$ cat config.mk
export PLATFORM = sky130hd
export DESIGN_NAME = radix_string_to_int64_parser
export DESIGN_NICKNAME = d
export VERILOG_FILES = /design/src/design/rsi_pkg.sv /design/src/design/rsi_datapath.sv /design/src/design/rsi_ctrl.sv /design/src/design/radix_string_to_int64_parser.sv
export SDC_FILE = /design/constraint.sdc
export NUM_CORES = 1
export LEC_CHECK = 0
export ABC_AREA = 1
export BUFFER_PORTS_ARGS = -buffer_cell sky130_fd_sc_hd__buf_2
export CORE_UTILIZATION = 35
export CTS_BUF_LIST = sky130_fd_sc_hd__clkbuf_8
export CTS_CLUSTER_SIZE = 25
export DETAILED_ROUTE_END_ITERATION = 12
export GPL_TIMING_DRIVEN = 1
export SLEW_MARGIN = 25
export SYNTH_ARGS = -nofsm -noshare
export SYNTH_HDL_FRONTEND = slang
export SYNTH_SLANG_ARGS = --single-unit
export TNS_END_PERCENT = 50
$ cat constraint.sdc
create_clock -name clk -period 5.95 [get_ports clk]
set_input_delay 1.19 -clock clk [delete_from_list [all_inputs] [get_ports clk]]
set_output_delay 1.19 -clock clk [all_outputs]
set_load 0.02 [all_outputs]
$ cat src/design/rsi_pkg.sv
// ----------------------------------------------------------------------------
// rsi_pkg
// shared constants and controller/datapath interface types for the radix
// string to int64 parser
// ----------------------------------------------------------------------------
package rsi_pkg;

	localparam int VALUE_WIDTH_DEF = 64;
	localparam int RADIX_W         = 6;
	localparam int OUT_W           = 64;

	localparam logic [RADIX_W-1:0] RADIX_RESET = 6'd10;
	localparam logic [RADIX_W-1:0] RADIX_MIN   = 6'd2;
	localparam logic [RADIX_W-1:0] RADIX_MAX   = 6'd36;

	typedef struct packed {
		logic acc_clear;
		logic acc_update;
		logic out_load;
		logic out_err;
		logic neg;
	} cmd_t;

	typedef struct packed {
		logic is_minus;
		logic digit_ok;
		logic ovf;
	} status_t;

endpackage

$ cat src/design/rsi_datapath.sv
// ----------------------------------------------------------------------------
// rsi_datapath
// radix register, digit decode, negative accumulator with overflow check
// and result register
// ----------------------------------------------------------------------------
module rsi_datapath #(
	parameter int VALUE_WIDTH = rsi_pkg::VALUE_WIDTH_DEF
) (
	input  logic                          clk,
	input  logic                          arst_n,
	input  logic                          cfg_valid,
	input  logic [rsi_pkg::RADIX_W-1:0]   cfg_data,
	input  logic [7:0]                    character,
	input  rsi_pkg::cmd_t                 cmd,
	output rsi_pkg::status_t              status,
	output logic signed [VALUE_WIDTH-1:0] out_value,
	output logic                          out_err
);

	localparam int PW = VALUE_WIDTH + rsi_pkg::RADIX_W + 1;

	localparam logic [7:0] CHAR_MINUS = 8'h2D;
	localparam logic [7:0] CHAR_ZERO  = 8'h30;
	localparam logic [7:0] CHAR_NINE  = 8'h39;
	localparam logic [7:0] CHAR_UA    = 8'h41;
	localparam logic [7:0] CHAR_UZ    = 8'h5A;
	localparam logic [7:0] CHAR_LA    = 8'h61;
	localparam logic [7:0] CHAR_LZ    = 8'h7A;
	localparam logic [7:0] TEN        = 8'd10;

	localparam logic signed [VALUE_WIDTH-1:0] MIN_W = {1'b1, {(VALUE_WIDTH-1){1'b0}}};

	logic [rsi_pkg::RADIX_W-1:0] radix_q;
	logic signed [VALUE_WIDTH-1:0] acc_q;
	logic signed [VALUE_WIDTH-1:0] acc_new;
	logic signed [VALUE_WIDTH-1:0] res_val;
	logic signed [VALUE_WIDTH-1:0] out_value_q;
	logic out_err_q;
	logic [rsi_pkg::RADIX_W-1:0] digit;
	logic is_digit;
	logic radix_ok;
	logic signed [PW-1:0] acc_ext;
	logic signed [PW-1:0] rad_ext;
	logic signed [PW-1:0] dig_ext;
	logic signed [PW-1:0] lim_ext;
	logic signed [PW-1:0] prod;
	logic signed [PW-1:0] diff;

	always_ff @(posedge clk or negedge arst_n) begin
		if (!arst_n) begin
			radix_q <= rsi_pkg::RADIX_RESET;
		end else if (cfg_valid) begin
			radix_q <= cfg_data;
		end
	end

	// digit decode
	always_comb begin
		is_digit = 1'b1;
		digit    = '0;
		if (character >= CHAR_ZERO && character <= CHAR_NINE) begin
			digit = 6'(character - CHAR_ZERO);
		end else if (character >= CHAR_UA && character <= CHAR_UZ) begin
			digit = 6'(character - CHAR_UA + TEN);
		end else if (character >= CHAR_LA && character <= CHAR_LZ) begin
			digit = 6'(character - CHAR_LA + TEN);
		end else begin
			is_digit = 1'b0;
		end
	end

	assign radix_ok = (radix_q >= rsi_pkg::RADIX_MIN) && (radix_q <= rsi_pkg::RADIX_MAX);

	// acc * radix - digit, exact in the wider width, against the limit
	assign acc_ext = PW'(acc_q);
	assign rad_ext = PW'($signed({1'b0, radix_q}));
	assign dig_ext = PW'($signed({1'b0, digit}));
	assign lim_ext = cmd.neg ? PW'(MIN_W) : PW'(MIN_W) + PW'(1);
	assign prod    = acc_ext * rad_ext;
	assign diff    = prod - dig_ext;

	assign status.is_minus = (character == CHAR_MINUS);
	assign status.digit_ok = is_digit && radix_ok && (digit < radix_q);
	assign status.ovf      = (diff < lim_ext);

	assign acc_new = cmd.acc_update ? diff[VALUE_WIDTH-1:0] : acc_q;
	assign res_val = cmd.out_err ? '0 : (cmd.neg ? acc_new : -acc_new);

	always_ff @(posedge clk or negedge arst_n) begin
		if (!arst_n) begin
			acc_q <= '0;
		end else if (cmd.acc_clear) begin
			acc_q <= '0;
		end else if (cmd.acc_update) begin
			acc_q <= acc_new;
		end
	end

	always_ff @(posedge clk or negedge arst_n) begin
		if (!arst_n) begin
			out_value_q <= '0;
			out_err_q   <= 1'b0;
		end else if (cmd.out_load) begin
			out_value_q <= res_val;
			out_err_q   <= cmd.out_err;
		end
	end

	assign out_value = out_value_q;
	assign out_err   = out_err_q;

	// the accumulator never goes positive
	a_acc_nonpos: assert property (@(posedge clk) disable iff (!arst_n)
		acc_q <= 0)
		else $error("accumulator went positive");

	// an error result carries a zero value
	a_err_zero: assert property (@(posedge clk) disable iff (!arst_n)
		$past(cmd.out_load) && out_err |-> out_value == 0)
		else $error("error result with nonzero value");

	// the accumulator starts from zero after a string ends
	a_acc_cleared: assert property (@(posedge clk) disable iff (!arst_n)
		cmd.acc_clear |=> acc_q == 0)
		else $error("accumulator not cleared after last character");

endmodule

$ cat src/design/rsi_ctrl.sv
// ----------------------------------------------------------------------------
// rsi_ctrl
// per-string state machine: sign, digits, sticky failure, result handshake
// ----------------------------------------------------------------------------
module rsi_ctrl (
	input  logic             clk,
	input  logic             arst_n,
	input  logic             s_tvalid,
	input  logic             s_tlast,
	output logic             s_tready,
	output logic             m_tvalid,
	input  logic             m_tready,
	input  rsi_pkg::status_t status,
	output rsi_pkg::cmd_t    cmd
);

	typedef enum logic [1:0] {
		ST_START,
		ST_SIGN,
		ST_DIGIT,
		ST_FAIL
	} state_t;

	state_t state_q;
	state_t state_nx;
	logic   neg_q;
	logic   neg_nx;
	logic   m_tvalid_q;
	logic   s_fire;

	assign s_tready = !m_tvalid_q || m_tready;
	assign s_fire   = s_tvalid && s_tready;
	assign m_tvalid = m_tvalid_q;

	always_comb begin
		state_nx       = state_q;
		neg_nx         = neg_q;
		cmd.acc_update = 1'b0;
		if (state_q == ST_START && status.is_minus) begin
			state_nx = ST_SIGN;
			neg_nx   = 1'b1;
		end else if (state_q == ST_FAIL) begin
			state_nx = ST_FAIL;
		end else if (!status.digit_ok || status.ovf) begin
			state_nx = ST_FAIL;
		end else begin
			state_nx       = ST_DIGIT;
			cmd.acc_update = s_fire;
		end
		cmd.neg       = neg_q;
		cmd.out_err   = (state_nx != ST_DIGIT);
		cmd.out_load  = s_fire && s_tlast;
		cmd.acc_clear = s_fire && s_tlast;
	end

	always_ff @(posedge clk or negedge arst_n) begin
		if (!arst_n) begin
			state_q    <= ST_START;
			neg_q      <= 1'b0;
			m_tvalid_q <= 1'b0;
		end else begin
			if (s_fire) begin
				if (s_tlast) begin
					state_q <= ST_START;
					neg_q   <= 1'b0;
				end else begin
					state_q <= state_nx;
					neg_q   <= neg_nx;
				end
			end
			if (s_fire && s_tlast) begin
				m_tvalid_q <= 1'b1;
			end else if (m_tready) begin
				m_tvalid_q <= 1'b0;
			end
		end
	end

	a_last_gives_beat: assert property (@(posedge clk) disable iff (!arst_n)
		s_fire && s_tlast |=> m_tvalid)
		else $error("no result beat after last character");

	a_last_restarts: assert property (@(posedge clk) disable iff (!arst_n)
		s_fire && s_tlast |=> state_q == ST_START && !neg_q)
		else $error("string state not cleared after last character");

	a_neg_not_start: assert property (@(posedge clk) disable iff (!arst_n)
		neg_q |-> state_q != ST_START)
		else $error("minus flag set at start of string");

endmodule

$ cat src/design/radix_string_to_int64_parser.sv
// ----------------------------------------------------------------------------
// radix_string_to_int64_parser
// signed integer text parser, one character per beat, configurable radix
// ----------------------------------------------------------------------------
// latency: the result beat is valid in the cycle after the last character
// throughput: one character per cycle; each character is one multiply-subtract
// and compare on the accumulator, and s_tready drops only while a result waits
// reset: arst_n clears the string state and sets the radix to 10
// ----------------------------------------------------------------------------
module radix_string_to_int64_parser #(
	parameter int VALUE_WIDTH = rsi_pkg::VALUE_WIDTH_DEF
) (
	input  logic                            clk,
	input  logic                            arst_n,
	input  logic                            cfg_valid,
	output logic                            cfg_ready,
	input  logic [rsi_pkg::RADIX_W-1:0]     cfg_data,
	input  logic                            s_tvalid,
	output logic                            s_tready,
	input  logic [7:0]                      s_tdata,   // character
	input  logic                            s_tlast,
	output logic                            m_tvalid,
	input  logic                            m_tready,
	output logic [rsi_pkg::OUT_W-1:0]       m_tdata,   // value
	output logic                            m_tuser    // error
);

	rsi_pkg::cmd_t    cmd;
	rsi_pkg::status_t status;
	logic signed [VALUE_WIDTH-1:0] out_value;
	logic out_err;

	assign cfg_ready = 1'b1;

	rsi_ctrl u_ctrl (
		.clk      (clk),
		.arst_n   (arst_n),
		.s_tvalid (s_tvalid),
		.s_tlast  (s_tlast),
		.s_tready (s_tready),
		.m_tvalid (m_tvalid),
		.m_tready (m_tready),
		.status   (status),
		.cmd      (cmd)
	);

	rsi_datapath #(
		.VALUE_WIDTH (VALUE_WIDTH)
	) u_datapath (
		.clk       (clk),
		.arst_n    (arst_n),
		.cfg_valid (cfg_valid),
		.cfg_data  (cfg_data),
		.character (s_tdata),
		.cmd       (cmd),
		.status    (status),
		.out_value (out_value),
		.out_err   (out_err)
	);

	assign m_tdata = rsi_pkg::OUT_W'(out_value);
	assign m_tuser = out_err;

endmodule

# --- Yosys cells after proc, flatten, opt, wreduce, memory -nomap -nowiden ---
# Index checks and enable logic that the tools add are counted.
classes:
  mux: 23
  mul: 1
  n_reduce_logical: 18
  magnitude_cmp: 10
  n_addsub: 7
  n_eq_ne: 3
op_table:
  columns: ["operator", "count"]
  rows:
  - ["$mux 64", 5]
  - ["$lt 71x71->1", 1]
  - ["$mul 64x7->71", 1]
  - ["$sub 71x7->71", 1]
  - ["$neg 64->64", 1]
  - ["$mux 6", 3]
  - ["$ge 8x7->1 const B", 2]
  - ["$le 8x7->1 const B", 2]
  - ["$add 6x4->6 const B", 2]
  - ["$mux 1", 12]
  - ["$sub 6x6->6 const B", 2]
  - ["$logic_and 1x1->1", 9]
  - ["$eq 8x6->1 const B", 1]
  - ["$ge 8x6->1 const B", 1]
  - ["$le 8x6->1 const B", 1]
  - ["$ge 6x2->1 const B", 1]
  - ["$le 6x6->1 const B", 1]
  - ["$lt 6x6->1", 1]
  - ["$mux 2", 3]
  - ["$reduce_bool 2->1", 3]
  - ["$sub 6x1->6 const B", 1]
  - ["$eq 2x2->1 const B", 1]
  - ["$logic_not 1->1", 2]
  - ["$logic_not 2->1", 1]
  - ["3 further kinds", 4]
totals:
  out_inout_bits: 68
  input_bits: 20
  wordCells: 69
  regBits: 139

# --- Depth between registers and ports, before layout ---
logic_depth:
  depth_word: 16
  depth_mapped: 59
  ltp_nobuf: 58

# --- Modules after synthesis ---
# A second synthesis with hierarchy kept.
unflattened:
  cells_unflattened: 4047
  hier_area_um2: 25886.1
by_module_without_submodules:
  columns: ["module", "area_each_um2", "cells_per_inst", "seq_area_each_um2", "n_inst"]
  rows:
  - ["rsi_datapath", 25622.1, 4014, 3380.7, 1]
  - ["rsi_ctrl", 252.7, 31, 100.1, 1]
  - ["radix_string_to_int64_parser", 11.3, 2, 0.0, 1]

# --- Worst setup path after synthesis ---
# No wires, ideal clock.
synth_timing:
  path_kind: "input to register"
  start: "input port s_tdata[0]"
  end: "register u_datapath.out_value_q[30] (netlist: u_datapath.out_value[30])"
  path_buffers: 1
  t_required_ns: 5.832
  path_slack_ns: -1.577
  stages: 48
  arrival_time_ns: 7.409
  setup_ns: 0.118
  path_cell_list: "inv_1 > ha_1 > nand3_1 > nor2_1 > nand2_1 > nand3_1 > nand2_1 > or2_2 > a311oi_1 > inv_1 > ha_1 > inv_1 > fa_1 > fa_1 > fa_1 > inv_1 > ha_1 > nand2_1 > [... 12 more ...] > nand2_1 > nand2_2 > nand2_2 > buf_6 > nand2_1 > o21ai_2 > ha_1 > nand2_1 > nor2_1 > nand2_1 > nand2_1 > nand2_1 > nor2_4 > nand2_2 > nor2_1 > nand2_1 > nand3_1 > nand2_1"
synth_via:
  elab_chain_len: 16
  elab_cells_between_ends: 40
  cone_classes: "add/sub (7); order compare (8); eq/ne (2); mux (15); reduce/logical (8)"
synth_lines:
  columns: ["element", "line", "rtl"]
  rows:
  - ["start, declared", "radix_string_to_int64_parser.sv:20", "input logic [7:0] s_tdata,"]
  - ["branches (longest 15 deep; another with $sub 71x7->71)", null, null]
  - ["$mux 64 (*)", "rsi_datapath.sv:87", "assign res_val = cmd.out_err ? '0 : (cmd.neg ? acc_new : -acc_new);"]
  - ["end signal, assigned", "rsi_datapath.sv:104", "out_value_q <= res_val;"]
  - ["end, declared", "rsi_datapath.sv:37", "logic signed [VALUE_WIDTH-1:0] out_value_q;"]
# Mark *: on every way between the ends.
# A chain may end at the register's enable or synchronous reset.

# --- Worst setup path after layout ---
layout_timing:
  start: "input port s_tdata[1]"
  end: "register u_datapath.out_value_q[23] (netlist: u_datapath.out_value[23])"
# The elaborated chain is that of the path after synthesis.

==> run summary <==
status -> complete, but fails checks
failing checks -> negative setup slack
Slew @ Worst Pin -> 1.04 ns
Synth Area per Inst -> 6.21 µm²
first-pass GRT wire length -> 157,000 µm
fraction of layout cells with a size suffix above 1 -> 29.4%
Placed Area -> 33,500 µm²
flops & latches, synth -> 139
Total GRT Usage -> 26.5%
static leakage -> 0.0223 µW
Synth Instances -> 4,248
Setup-failing EPs final -> 130
Slew Viols, Final -> 0
DRC -> 0
crit path max fanout -> 11
# port buffers -> 86
Routed WL per cell -> 16.9 µm
fmax -> 132 MHz
Layout Skew -> 0.0271 ns
I/O pin count -> 88
Critical Path Max Stage Delay -> 0.50 ns
GR Util met3 -> 4.28%
pwr dens -> 552 nW/µm²
Routed Antenna Nets -> 0
vias -> 28,524
Mapped Area -> 26,400 µm²
Initial Util -> 35.4%
period utilization -> 128%
busiest grt layer -> met2
largest net degree at the start of global routing -> 73
DIE AREA -> 76,500 µm²
critical path's most frequent cell -> nand2_2
sequential cell area fraction in the yosys report -> 13.2%
setup TNS -> -144.73 ns
vias per std cell -> 4.73
hold buffers post-CTS -> 0
Die W -> 277 µm
MaxCap Viol Count -> 0
CTS max path bufs -> 2
DPL Wire Length -> 82,000 µm
CP arrival -> 8.05 ns
Syn Nets -> 4,693
Core ar. -> 74,400 µm²
Async SR Flop Fraction -> 100%
H-tree Lvls -> 4
Req. time, crit path -> 6.41 ns
final WL -> 102,000 µm
Synth Flop Type -> dfrtp_1
placer congestion estimate -> 1.03
Max VDD drop -> 424 µV
Final Critical Period -> 7.59 ns
DR iter-0 viols -> 2,211
Clock Tree Root -> clkbuf_8
met1 GRT Util -> 38.5%
Hold Crit Class -> in -> async
antenna violations before repair -> 6
endpoints failing hold -> 0
drt pass-1 iters -> 6
Distinct cells, synth -> 52
critical path class -> in -> reg
setup slack after layout -> -1.64 ns
clk_lat worst skew -> 0.57 ns
number of global-route vias before repair -> 28,306
Inserted Clock Buffers -> 17
total gr overflow -> 0
Slowest-stage cell, CP -> fa_1
relative slew slack -> 30.8%
Synthesis Warnings -> 0
Total Nets Final -> 5,487
met2 GRT Util -> 40.7%
Sink Count -> 139
RSZ-0062 raised after global routing -> yes
Die Y -> 277 µm
crit path launch type -> input pin
num rows -> 100
crit path capture type -> register
TritonCTS clock tree -> yes
Final Instance Area -> 36,900 µm²
Worst-path clk slew -> 0.10 ns
Layout area overhead -> 40.0%
Post-synth EDFFs -> 0
logic make-up after synthesis:
group	after synthesis	share of synthesized area, %
AND/OR/NAND/NOR	2218	33.9
buffers and inverters	1228	17.9
adder cells (fa/ha/maj)	425	29.5
AO/OA/AOI/OAI	193	3.97
flip-flops	139	13.2
XOR/XNOR	44	1.49
other	1	0.0142
stage by stage:
stage / instances / hold WS, ns / util [%] / worst slack [ns] / power [µW]
2_1_floorplan: 4248 / 0.473 / - / -1.15 / 9130
3_3_place_gp: 5911 / 0.461 / 45.0 / -2.54 / 16600
3_5_place_dp: 5911 / 0.460 / 45.0 / -2.57 / 16500
4_1_cts: 5988 / 0.441 / 47.9 / -1.40 / 19400
5_1_grt: 6025 / 0.472 / 49.6 / -1.87 / 21900
6_report: 6025 / 0.475 / 49.6 / -1.64 / 20400
path summary, 6_finish.rpt:
path	cells after the start	from	to	slack, ns
max in group asynchronous	2	arst_n	u_datapath.acc_q[56]	4.48
setup / recovery	49	s_tdata[1]	u_datapath.out_value[23]	-1.64
min in group clk	2	u_datapath.out_value[39]	u_datapath.out_value[39]	0.48
hold / removal	1	arst_n	u_datapath.out_value[7]	0.48
setup reg to reg	40	u_datapath.radix_q[3]	u_datapath.out_value[23]	-1.52
hold reg to reg	2	u_datapath.out_value[39]	u_datapath.out_value[39]	0.48
sequential cells by signal, summed over array words and instances (netlist names):
name / flops
u_datapath.radix_q: 6
u_datapath.out_value: 64
u_ctrl.m_tvalid: 1
u_datapath.out_err: 1
u_ctrl.state_q: 2
u_datapath.acc_q: 64
u_ctrl.neg_q: 1
timing repair:
action | CTS | global route
hold endpoints to repair | 0 | 0
buffers inserted | 37 | 38
endpoints found under the setup margin | 130 | 130
pin swaps | 126 | 134
resized for setup | 388 | 271
gates cloned | 8 | 2
Yosys cell counts (all sizes together) (2+ instances only):
library cell	count	area, µm²
nand2	1540	5800
inv	1101	4130
nor2	371	1440
fa	328	6570
nand3	199	1010
dfrtp	137	3430
ha	97	1210
o21ai	88	463
a21oi	86	434
clkbuf	66	260
buf	58	315
nand3b	42	315
xor2	36	323
nand4	29	181
nor3	27	145
xnor2	8	70.1
and2	3	18.8
and3	3	18.8
clkinv	3	11.3
o21bai	3	22.5
or2	3	18.8
a211oi	2	15.0
a21boi	2	15.0
dfstp	2	52.6
o21a	2	15.0
o31ai	2	15.0
power breakdown:
| group | total (µW) | internal (µW) | switching, µW |
|---|---|---|---|
| clock network | 846 | 344 | 503 |
| registers | 1220 | 1070 | 144 |
| logic | 18300 | 7940 | 10400 |
critical path: cells and delay by family:
family / cells / cell delay (ns)
AOI/OAI and AO/OA: 4 / 0.54
xor gates and xnor gates: 2 / 0.49
adders and majority gates: 6 / 2.02
buffers and inverters: 10 / 1.08
and+or+nand+nor: 27 / 2.64
routing by layer:
metal,part of all wire (%),wire [µm],vias up
met5,0,0,-
met1,47,47400,13594
li1,-,-,13835
met4,2.3,2320,0
met3,7.8,7940,124
met2,43,43900,971
cell type report:
type / count / area (µm²)
tap: 969 / 1210
multi-input combinational: 2882 / 20500
fill: 7466 / 37500
clock buffer: 17 / 234
inverter: 1104 / 4190
clock inverter: 15 / 151
timing repair buffer: 898 / 7140
antenna: 1 / 2.50
sequential: 139 / 3490
cells in the final DEF (no fill, tap or decap), types with 11 or more instances in the layout:
master    instances
buf_12           22
nand3b_1         42
xor2_2           11
nand4_1          29
nor3_1           22
buf_6            51
xor2_1           22
ha_4             13
a21oi_2          14
a21oi_1          67
nand2_4          53
nand3_1         143
o21ai_2          11
nor2_1          221
clkbuf_8         17
nor2_4           64
o21ai_0          31
buf_4           734
nand2_2         155
buf_2            82
o21ai_1          43
inv_2            40
nor2_2           86
dfrtp_1         133
nand3_2          49
nand2_1        1331
ha_1             80
fa_1            325
inv_1          1054
No activity file was read; power rests on OpenSTA's default activity.
